===== src/design/tds_pkg.sv =====
// ----------------------------------------------------------------------------
// tds_pkg
// Types, codes and default sizes for the timer deadline scheduler.
// ----------------------------------------------------------------------------
package tds_pkg;

   localparam int NUM_TIMERS_DEF   = 16;
   localparam int TIME_BITS_DEF    = 32;

   localparam int OP_W     = 3;
   localparam int ID_W     = 4;
   localparam int DELAY_W  = 16;
   localparam int PERIOD_W = 16;
   localparam int WAIT_W   = 16;
   localparam int KIND_W   = 2;
   localparam int REQ_DW   = 24;
   localparam int RSP_DW   = 24;

   localparam logic [PERIOD_W-1:0] MIN_PERIOD_RESET = 16'd4;

   localparam logic [OP_W-1:0] OP_TICK     = 3'd0;
   localparam logic [OP_W-1:0] OP_ONESHOT  = 3'd1;
   localparam logic [OP_W-1:0] OP_PERIODIC = 3'd2;
   localparam logic [OP_W-1:0] OP_CANCEL   = 3'd3;
   localparam logic [OP_W-1:0] OP_IMMED    = 3'd4;

   localparam logic [KIND_W-1:0] KIND_FIRED   = 2'd0;
   localparam logic [KIND_W-1:0] KIND_SUMMARY = 2'd1;
   localparam logic [KIND_W-1:0] KIND_ACK     = 2'd2;

   typedef enum logic [2:0] {
      ST_IDLE,
      ST_EXEC,
      ST_ACK,
      ST_SCAN,
      ST_DECIDE
   } state_type;

endpackage


===== src/design/timer_deadline_scheduler_top.sv =====
// ----------------------------------------------------------------------------
// timer_deadline_scheduler_top
// Table of timer slots fired in deadline order on each tick.
//
// req_ carries one command word: tick, arm one-shot, arm periodic, cancel or
// arm immediate. csr_ writes the minimum period. rsp_ returns result words:
// one acknowledge per arm or cancel; per tick one word per fired timer in
// deadline order, lowest slot first on ties, then a summary word with tlast.
// Slot deadlines and periods live in a single-port-read memory; a tick runs
// repeated scans over it, each making one read a cycle through two
// pipeline stages, then a drain step and a decision step. A tick needs
// 1 + fired + dropped scans.
// One command is in work at a time; req_tready is high when idle.
// A stalled rsp_ holds its word and the scan waits at the decision step.
// Reset clears time, held wait and all slot flags; slot memory needs no
// clearing, so the block takes commands in the first cycle after reset.
// ----------------------------------------------------------------------------
module timer_deadline_scheduler_top
   import tds_pkg::*;
#(
   parameter int NUM_TIMERS = NUM_TIMERS_DEF,
   parameter int TIME_BITS  = TIME_BITS_DEF
) (
   input  logic              clock,
   input  logic              reset,
   // req_tdata: timer_id[3:0], delay[19:4], zero pad
   input  logic              req_tvalid,
   output logic              req_tready,
   input  logic [REQ_DW-1:0] req_tdata,
   // req_tuser: operation
   input  logic [OP_W-1:0]   req_tuser,
   // rsp_tdata: fired_id[3:0], any_pending[4], next_wait[20:5], zero pad
   output logic              rsp_tvalid,
   input  logic              rsp_tready,
   output logic [RSP_DW-1:0] rsp_tdata,
   // rsp_tuser: kind
   output logic [KIND_W-1:0] rsp_tuser,
   output logic              rsp_tlast,
   input  logic              csr_tvalid,
   output logic              csr_tready,
   input  logic [PERIOD_W-1:0] csr_tdata
);

   localparam int IDX_W    = $clog2(NUM_TIMERS);
   localparam int CNT_W    = IDX_W + 1;
   localparam int ID_CMP_W = (IDX_W + 1 > ID_W) ? IDX_W + 1 : ID_W;
   localparam int ENTRY_W  = TIME_BITS + PERIOD_W;
   localparam int WIDE_W   = TIME_BITS + WAIT_W;
   localparam logic [TIME_BITS-1:0] TIME_SIGN = {1'b1, {(TIME_BITS-1){1'b0}}};
   localparam logic [CNT_W-1:0] CNT_END = CNT_W'(NUM_TIMERS);

   state_type state_ff, state_in;

   logic [PERIOD_W-1:0]   min_period_ff;
   logic [TIME_BITS-1:0]  now_ff;
   logic [WAIT_W-1:0]     held_ff;
   logic [NUM_TIMERS-1:0] pending_ff, periodic_ff, cancelled_ff, uncanc_ff, fired_ff;

   logic [OP_W-1:0]       op_ff;
   logic [ID_W-1:0]       id_ff;
   logic [DELAY_W-1:0]    delay_ff;

   logic [ENTRY_W-1:0]    slot_mem [NUM_TIMERS];
   logic [ENTRY_W-1:0]    rd_q;

   logic [CNT_W-1:0]      cnt_ff;
   logic                  rd_valid_ff;
   logic [IDX_W-1:0]      rd_idx_ff;
   logic                  diff_valid_ff;
   logic [IDX_W-1:0]      diff_idx_ff;
   logic [TIME_BITS-1:0]  diff_ff, diff_dl_ff;
   logic [PERIOD_W-1:0]   diff_per_ff;

   logic                  best_found_ff;
   logic [IDX_W-1:0]      best_idx_ff;
   logic [TIME_BITS-1:0]  best_key_ff, best_dl_ff;
   logic [PERIOD_W-1:0]   best_per_ff;
   logic                  wany_ff;
   logic [WAIT_W-1:0]     best_w_ff;

   logic                  rsp_valid_ff, rsp_pend_ff, rsp_last_ff;
   logic [KIND_W-1:0]     rsp_kind_ff;
   logic [ID_W-1:0]       rsp_id_ff;
   logic [WAIT_W-1:0]     rsp_wait_ff;

   logic                  out_free, scan_issue, scan_done;
   logic                  id_in_range;
   logic [IDX_W-1:0]      aidx;
   logic [PERIOD_W-1:0]   lo_period, clamp_period;

   logic                  mem_we;
   logic [IDX_W-1:0]      mem_waddr;
   logic [ENTRY_W-1:0]    mem_wdata;
   logic                  arm_en, arm_per, arm_unc, cancel_en, drop_en, fire_mark;
   logic                  tick_start, scan_start, held_load;
   logic                  out_load, out_pend, out_last;
   logic [KIND_W-1:0]     out_kind;
   logic [ID_W-1:0]       out_id;
   logic [WAIT_W-1:0]     out_wait;

   logic                  st_due, st_pend, st_cand;
   logic [TIME_BITS-1:0]  st_key;
   logic [WIDE_W-1:0]     st_diff_x;
   logic [WAIT_W-1:0]     st_w;

   assign out_free     = !rsp_valid_ff || rsp_tready;
   assign scan_issue   = (state_ff == ST_SCAN) && (cnt_ff < CNT_END);
   assign scan_done    = (state_ff == ST_SCAN) && (cnt_ff == CNT_END)
                         && !rd_valid_ff && !diff_valid_ff;
   assign id_in_range  = ID_CMP_W'(id_ff) < ID_CMP_W'(NUM_TIMERS);
   assign aidx         = IDX_W'(id_ff);
   assign lo_period    = (min_period_ff == '0) ? PERIOD_W'(1) : min_period_ff;
   assign clamp_period = (delay_ff < lo_period) ? lo_period : delay_ff;

   assign req_tready = (state_ff == ST_IDLE);
   assign csr_tready = 1'b1;
   assign rsp_tvalid = rsp_valid_ff;
   assign rsp_tuser  = rsp_kind_ff;
   assign rsp_tlast  = rsp_last_ff;
   assign rsp_tdata  = {{(RSP_DW-ID_W-1-WAIT_W){1'b0}}, rsp_wait_ff, rsp_pend_ff, rsp_id_ff};

   // next state
   always_comb begin
      state_in = state_ff;
      unique case (state_ff)
         ST_IDLE:   if (req_tvalid) state_in = ST_EXEC;
         ST_EXEC:   state_in = (op_ff == OP_TICK) ? ST_SCAN : ST_ACK;
         ST_ACK:    if (out_free) state_in = ST_IDLE;
         ST_SCAN:   if (scan_done) state_in = ST_DECIDE;
         ST_DECIDE: begin
            if (best_found_ff) begin
               if (cancelled_ff[best_idx_ff] || out_free) state_in = ST_SCAN;
            end else if (out_free) begin
               state_in = ST_IDLE;
            end
         end
         default:   state_in = ST_IDLE;
      endcase
   end

   // control outputs
   always_comb begin
      mem_we     = 1'b0;
      mem_waddr  = aidx;
      mem_wdata  = '0;
      arm_en     = 1'b0;
      arm_per    = 1'b0;
      arm_unc    = 1'b0;
      cancel_en  = 1'b0;
      drop_en    = 1'b0;
      fire_mark  = 1'b0;
      tick_start = 1'b0;
      scan_start = 1'b0;
      held_load  = 1'b0;
      out_load   = 1'b0;
      out_kind   = KIND_ACK;
      out_id     = id_ff;
      out_pend   = |pending_ff;
      out_wait   = held_ff;
      out_last   = 1'b1;
      unique case (state_ff)
         ST_IDLE: ;
         ST_EXEC: begin
            unique case (op_ff)
               OP_TICK: begin
                  tick_start = 1'b1;
                  scan_start = 1'b1;
               end
               OP_ONESHOT: begin
                  mem_we    = id_in_range;
                  arm_en    = id_in_range;
                  mem_wdata = {now_ff + TIME_BITS'(delay_ff), {PERIOD_W{1'b0}}};
               end
               OP_PERIODIC: begin
                  mem_we    = id_in_range;
                  arm_en    = id_in_range;
                  arm_per   = 1'b1;
                  mem_wdata = {now_ff + TIME_BITS'(clamp_period), clamp_period};
               end
               OP_CANCEL: begin
                  cancel_en = id_in_range && pending_ff[aidx] && !uncanc_ff[aidx];
               end
               OP_IMMED: begin
                  mem_we    = id_in_range;
                  arm_en    = id_in_range;
                  arm_unc   = 1'b1;
                  mem_wdata = {now_ff, {PERIOD_W{1'b0}}};
               end
               default: ;
            endcase
         end
         ST_ACK: out_load = out_free;
         ST_SCAN: ;
         ST_DECIDE: begin
            if (best_found_ff) begin
               if (cancelled_ff[best_idx_ff]) begin
                  drop_en    = 1'b1;
                  scan_start = 1'b1;
               end else if (out_free) begin
                  out_load   = 1'b1;
                  out_kind   = KIND_FIRED;
                  out_id     = ID_W'(best_idx_ff);
                  out_pend   = 1'b0;
                  out_wait   = '0;
                  out_last   = 1'b0;
                  scan_start = 1'b1;
                  if (periodic_ff[best_idx_ff]) begin
                     mem_we    = 1'b1;
                     mem_waddr = best_idx_ff;
                     mem_wdata = {best_dl_ff + TIME_BITS'(best_per_ff), best_per_ff};
                     fire_mark = 1'b1;
                  end else begin
                     drop_en = 1'b1;
                  end
               end
            end else begin
               out_load  = out_free;
               held_load = out_free && wany_ff;
               out_kind  = KIND_SUMMARY;
               out_id    = '0;
               out_pend  = wany_ff;
               out_wait  = wany_ff ? best_w_ff : held_ff;
            end
         end
         default: ;
      endcase
   end

   always_ff @(posedge clock) begin
      if (mem_we) slot_mem[mem_waddr] <= mem_wdata;
      if (scan_issue) rd_q <= slot_mem[cnt_ff[IDX_W-1:0]];
   end

   // scan stage: candidate and wait
   always_comb begin
      st_due    = (diff_ff == '0) || diff_ff[TIME_BITS-1];
      st_pend   = pending_ff[diff_idx_ff];
      st_cand   = st_pend && !fired_ff[diff_idx_ff] && st_due;
      st_key    = diff_ff ^ TIME_SIGN;
      st_diff_x = WIDE_W'(diff_ff);
      if (st_due)
         st_w = '0;
      else if (|st_diff_x[WIDE_W-1:WAIT_W])
         st_w = '1;
      else
         st_w = st_diff_x[WAIT_W-1:0];
   end

   always_ff @(posedge clock) begin
      if (reset) begin
         state_ff      <= ST_IDLE;
         min_period_ff <= MIN_PERIOD_RESET;
         now_ff        <= '0;
         held_ff       <= '0;
         pending_ff    <= '0;
         periodic_ff   <= '0;
         cancelled_ff  <= '0;
         uncanc_ff     <= '0;
         fired_ff      <= '0;
         cnt_ff        <= '0;
         rd_valid_ff   <= 1'b0;
         diff_valid_ff <= 1'b0;
         best_found_ff <= 1'b0;
         wany_ff       <= 1'b0;
         rsp_valid_ff  <= 1'b0;
      end else begin
         state_ff <= state_in;
         if (csr_tvalid) min_period_ff <= csr_tdata;
         if (tick_start) now_ff <= now_ff + TIME_BITS'(1);
         if (held_load) held_ff <= best_w_ff;

         if (arm_en) begin
            pending_ff[aidx]   <= 1'b1;
            periodic_ff[aidx]  <= arm_per;
            cancelled_ff[aidx] <= 1'b0;
            uncanc_ff[aidx]    <= arm_unc;
         end
         if (cancel_en) cancelled_ff[aidx] <= 1'b1;
         if (drop_en) pending_ff[best_idx_ff] <= 1'b0;
         if (tick_start) fired_ff <= '0;
         if (fire_mark) fired_ff[best_idx_ff] <= 1'b1;

         rd_valid_ff   <= scan_issue;
         diff_valid_ff <= rd_valid_ff;
         if (scan_start) begin
            cnt_ff        <= '0;
            best_found_ff <= 1'b0;
            wany_ff       <= 1'b0;
         end else begin
            if (scan_issue) cnt_ff <= cnt_ff + CNT_W'(1);
            if (diff_valid_ff && st_cand &&
                (!best_found_ff || st_key < best_key_ff)) begin
               best_found_ff <= 1'b1;
            end
            if (diff_valid_ff && st_pend) begin
               wany_ff <= 1'b1;
            end
         end

         if (out_load) rsp_valid_ff <= 1'b1;
         else if (rsp_tready) rsp_valid_ff <= 1'b0;
      end
   end

   // payload
   always_ff @(posedge clock) begin
      if (req_tvalid && req_tready) begin
         op_ff    <= req_tuser;
         id_ff    <= req_tdata[ID_W-1:0];
         delay_ff <= req_tdata[ID_W+DELAY_W-1:ID_W];
      end
      rd_idx_ff   <= cnt_ff[IDX_W-1:0];
      diff_idx_ff <= rd_idx_ff;
      diff_ff     <= rd_q[ENTRY_W-1:PERIOD_W] - now_ff;
      diff_dl_ff  <= rd_q[ENTRY_W-1:PERIOD_W];
      diff_per_ff <= rd_q[PERIOD_W-1:0];
      if (diff_valid_ff && st_cand && (!best_found_ff || st_key < best_key_ff)) begin
         best_idx_ff <= diff_idx_ff;
         best_key_ff <= st_key;
         best_dl_ff  <= diff_dl_ff;
         best_per_ff <= diff_per_ff;
      end
      if (diff_valid_ff && st_pend && (!wany_ff || st_w < best_w_ff)) best_w_ff <= st_w;
      if (out_load) begin
         rsp_kind_ff <= out_kind;
         rsp_id_ff   <= out_id;
         rsp_pend_ff <= out_pend;
         rsp_wait_ff <= out_wait;
         rsp_last_ff <= out_last;
      end
   end

   a_fired_not_last: assert property (@(posedge clock) disable iff (reset)
      rsp_valid_ff && (rsp_kind_ff == KIND_FIRED) |-> !rsp_last_ff)
      else $error("fired word carries tlast");

   a_fire_live_slot: assert property (@(posedge clock) disable iff (reset)
      out_load && (out_kind == KIND_FIRED) |->
         best_found_ff && pending_ff[best_idx_ff] && !cancelled_ff[best_idx_ff])
      else $error("fired slot not live");

   a_fired_pending: assert property (@(posedge clock) disable iff (reset)
      (fired_ff & ~pending_ff) == '0)
      else $error("fired mark on idle slot");

   a_pipe_in_scan: assert property (@(posedge clock) disable iff (reset)
      (rd_valid_ff || diff_valid_ff) |-> (state_ff == ST_SCAN))
      else $error("scan pipeline busy outside scan");

endmodule


===== config.mk =====
export PLATFORM = sky130hd
export DESIGN_NAME = timer_deadline_scheduler_top
export DESIGN_NICKNAME = d
export VERILOG_FILES = /design/src/design/tds_pkg.sv /design/src/design/timer_deadline_scheduler_top.sv
export SDC_FILE = /design/constraint.sdc
export NUM_CORES = 2
export LEC_CHECK = 0
export BUFFER_PORTS_ARGS = -buffer_cell sky130_fd_sc_hd__buf_2
export CORE_MARGIN = 3
export CORE_UTILIZATION = 33
export CTS_CLUSTER_SIZE = 20
export DETAILED_ROUTE_END_ITERATION = 10
export HOLD_SLACK_MARGIN = 0.08
export PLACE_DENSITY = 0.58
export SYNTH_ARGS = -nofsm -noshare
export SYNTH_HDL_FRONTEND = slang
export SYNTH_SLANG_ARGS = --single-unit

===== constraint.sdc =====
create_clock -name clock -period 9.9 [get_ports clock]
set_input_delay 1.98 -clock clock [delete_from_list [all_inputs] [get_ports clock]]
set_output_delay 1.98 -clock clock [all_outputs]
set_load 0.02 [all_outputs]

==> impl_metrics.csv <==
group,metric,value,unit
timing,period_needed,6.57,ns
timing,timing.final.hold_violations,0,
synth,synth_adder_area_share,0.0337,
power_and_ir_drop,max-vdd-ir-drop,0.000153,V
clock_network,clock_sinks,1208,
synth,synth_mux_area_frac,0.129,
worst_setup_path,cpPeakStageDelay,0.92,ns
hold_path,hold_class,"flip-flop to flip-flop",
global_route,antenna_found_initial,16,
worst_setup_path,cpMaxStageDelayCell,"o221ai_1",
timing,fin_tns_setup,0,ns
power_and_ir_drop,p_per_area,186,mW/mm^2
place,place_hpwl,78.1,mm
global_route,grt.total_usage,0.160,
finish,layout-drive-gt1-share,0.187,
clock_network,cts_setup_buffers,0,
synth,synth_xor_area_frac,0.0163,
clock_network,cts_buffers,120,
clock_network,clock_latency,0.77,ns
power_and_ir_drop,p_leak,17.5,nW
routing,antenna_left,0,
worst_setup_path,crit_path_max_fanout,17,
synth,synth_edf_count,963,
timing,skew,0.0555,ns
clock_network,tritoncts,"yes",
routing,drt_iter0_markers,2878,
worst_setup_path,worstPathArrival,6.97,ns
clock_network,cts_resized,0,
clock_network,root_buffer,"clkbuf_16",
clock_network,cts_buffer_depth,3,
synth,mappedNetlistArea,0.0500,sq mm
synth,synthSimpleGateAreaFrac,0.0619,
timing,fmax,0.152,GHz
routing,viasPerCell,5.17,
timing,max_slew_margin,0.133,
routing,wl_per_cell,23.2,microns
global_route,grt_remaining_overflow,0,
synth,ys_seq_area_frac,0.676,
worst_setup_path,crit_required,10.30,ns
routing,first_pass_iters,5,
worst_setup_path,crit_chain,"nor4_1 > a41o_1 > o22ai_1 > o31ai_1 > nand3_1 > a221oi_4 > and3_1 > mux2_2 > ha_1 > a21oi_1 > o21ai_0 > nor3_1 > a211oi_1 > or2_2 > and2_1 > nand2_1 > o221ai_1",
outcome,outcome,"finished clean",
synth,synth_cells,3172,
finish,mostFrequentLayoutCells,"edfxtp_1 (963), mux4_2 (261), dfxtp_1 (241)",
synth,synth_warnings,0,
floorplanning,core,0.150,sq mm
finish,nets,3475,
timing,fin_crit_sh,0.664,
global_route,grt_pass1_vias,27500,
finish,mostFrequentLayoutCell,"edfxtp_1",
worst_setup_path,critPathKind,"flip-flop to flip-flop",
synth,yosysUniqueCellTypes,66,
finish,multi_input_area,0.0153,sq mm
timing,fin_ws,3.33,ns
place,gp_congestion,0.879,
worst_setup_path,cpLargestDelayFamily,"compound AO/OA/AOI/OAI gates",
floorplanning,die_y,395,microns
worst_setup_path,cp_num_buf_inv,0,
timing,drv_slew,0,
routing,post-route-drc-count,0,
synth,ys_async_sr_fraction,0,
floorplanning,rows,142,
synth,synth_top_family_by_area,"multiplexers",
finish,regArea,0.0338,sq mm
clock_network,htree_levels,3,
timing,finalSetupViolations,0,
synth,ys_ff_latch,1208,
flow_run,maxCapViolations,0,
global_route,grt_pass1_wl,186,mm
global_route,grt_max_degree,89,
finish,n_fill_cell,13900,
floorplanning,io_pins,78,
timing,rsz0062_at_grt,"false",
place,io_buffers,69,
routing,num_vias,28000,
worst_setup_path,worstSetupEndpointType,"flip-flop",
routing,wirelength,126,mm
synth,synth-compound-area-share,0.0617,
clock_network,clkTransAtPathRegs,0.07,ns
synth,ys.flop_type,"edfxtp_1",
floorplanning,start_util,0.333,
timing,worst_pin_slew,1.29,ns
clock_network,cts_hold_buf,0,
place,pre_cts_slack,3.36,ns
floorplanning,die_area,0.156,sq mm
finish,area_growth,14.0,%
synth,synth.avg_cell_area,15.8,sq um
floorplanning,chipWidth,395,microns
worst_setup_path,start_kind,"flip-flop",
-- kinds of logic after synthesis --
family	count (synthesis)
xor gates and xnor gates	93
adders and majority gates	133
AOI/OAI and AO/OA	470
muxes	314
and+or+nand+nor	680
DFF	1208
buffers and inverters	272
other	2
-- metrics by stage --
step | utilization | power [mW] | hold slack [ns] | instances | instance area, sq um
after floorplan | - | 6.02 | 0.310 | 3174 | 50000
after global placement | 0.353 | 6.21 | 0.311 | 5188 | 53000
after detailed placement | 0.353 | 6.21 | 0.312 | 5188 | 53000
after CTS | 0.380 | 10.7 | 0.289 | 5416 | 57000
after global routing | 0.380 | 11.0 | 0.297 | 5417 | 57000
final | 0.380 | 10.6 | 0.288 | 5421 | 57000
-- synthesized netlist by cell type (20+ instances only) --
| cell | count | share of area |
|---|---|---|
| nor2_1 | 240 | 0.018 |
| nand3_1 | 51 | 0.0051 |
| nand4_1 | 31 | 0.0039 |
| dfxtp_1 | 245 | 0.098 |
| a22oi_1 | 55 | 0.0083 |
| xnor2_1 | 66 | 0.012 |
| a211oi_1 | 29 | 0.0044 |
| nor4_1 | 21 | 0.0026 |
| a21oi_1 | 135 | 0.014 |
| nor3_1 | 34 | 0.0034 |
| o21ai_0 | 76 | 0.0076 |
| nand2_1 | 210 | 0.016 |
| xor2_1 | 27 | 0.0047 |
| a21o_1 | 44 | 0.0066 |
| edfxtp_1 | 963 | 0.58 |
| ha_1 | 130 | 0.033 |
| and3_1 | 20 | 0.0025 |
| inv_1 | 126 | 0.0095 |
| mux2i_1 | 37 | 0.0074 |
| mux4_2 | 261 | 0.12 |
| clkbuf_1 | 112 | 0.0084 |
-- layout make-up --
cell class,count,share of cell area
Antenna cell,5,0.000219
Clock buffer,171,0.0592
Clock inverter,57,0.0105
Inverter,126,0.00829
Multi-Input combinational cell,1694,0.268
Sequential cell,1208,0.593
Tap cell,2016,0.0442
Timing Repair Buffer,144,0.0162
-- flip-flops by register name, indices dropped and copies added, names as in the netlist, 32 cells and up --
signal,flops
best_key_ff,32
best_dl_ff,32
slot_mem,768
now_ff,32
diff_dl_ff,32
diff_ff,32
rd_q,48
-- worst reg2reg max path, cell delays in order (launching register included) --
cell      delay [ns]
dfxtp_1         0.36
nor4_1          0.45
a41o_1          0.29
o22ai_1         0.11
o31ai_1         0.23
nand3_1         0.17
a221oi_4        0.31
and3_1          0.72
mux2_2          0.42
ha_1            0.36
a21oi_1         0.09
o21ai_0         0.34
nor3_1          0.13
a211oi_1        0.64
or2_2           0.34
and2_1          0.25
nand2_1         0.08
o221ai_1        0.92
-- per-layer routing --
metal  track usage  wire, microns  vias up  share of wire
met5             0             13        -        0.00010
li1              -              -    12600              -
met4        0.0448           3230        2          0.026
met1         0.232          57100    14300           0.45
met3        0.0310           8280      182          0.066
met2         0.244          57300      899           0.46
-- worst paths after layout --
path | cells past startpoint | to | slack [ns] | startpoint
setup / recovery | 17 | slot_mem[8][37] | 3.33 | min_period_ff[7]
hold / removal | 0 | diff_idx_ff[3] | 0.29 | rd_idx_ff[3]
setup reg to reg | 17 | slot_mem[8][37] | 3.33 | min_period_ff[7]
hold reg to reg | 0 | diff_idx_ff[3] | 0.29 | rd_idx_ff[3]
-- report_power, final --
group,internal [mW],leakage (nW),switching (mW),total (mW)
Combinational,0.190,5.59,0.304,0.494
Clock,2.55,1.92,1.98,4.53
Sequential,5.53,9.96,0.0723,5.60
(Power assumes the default switching activity.)
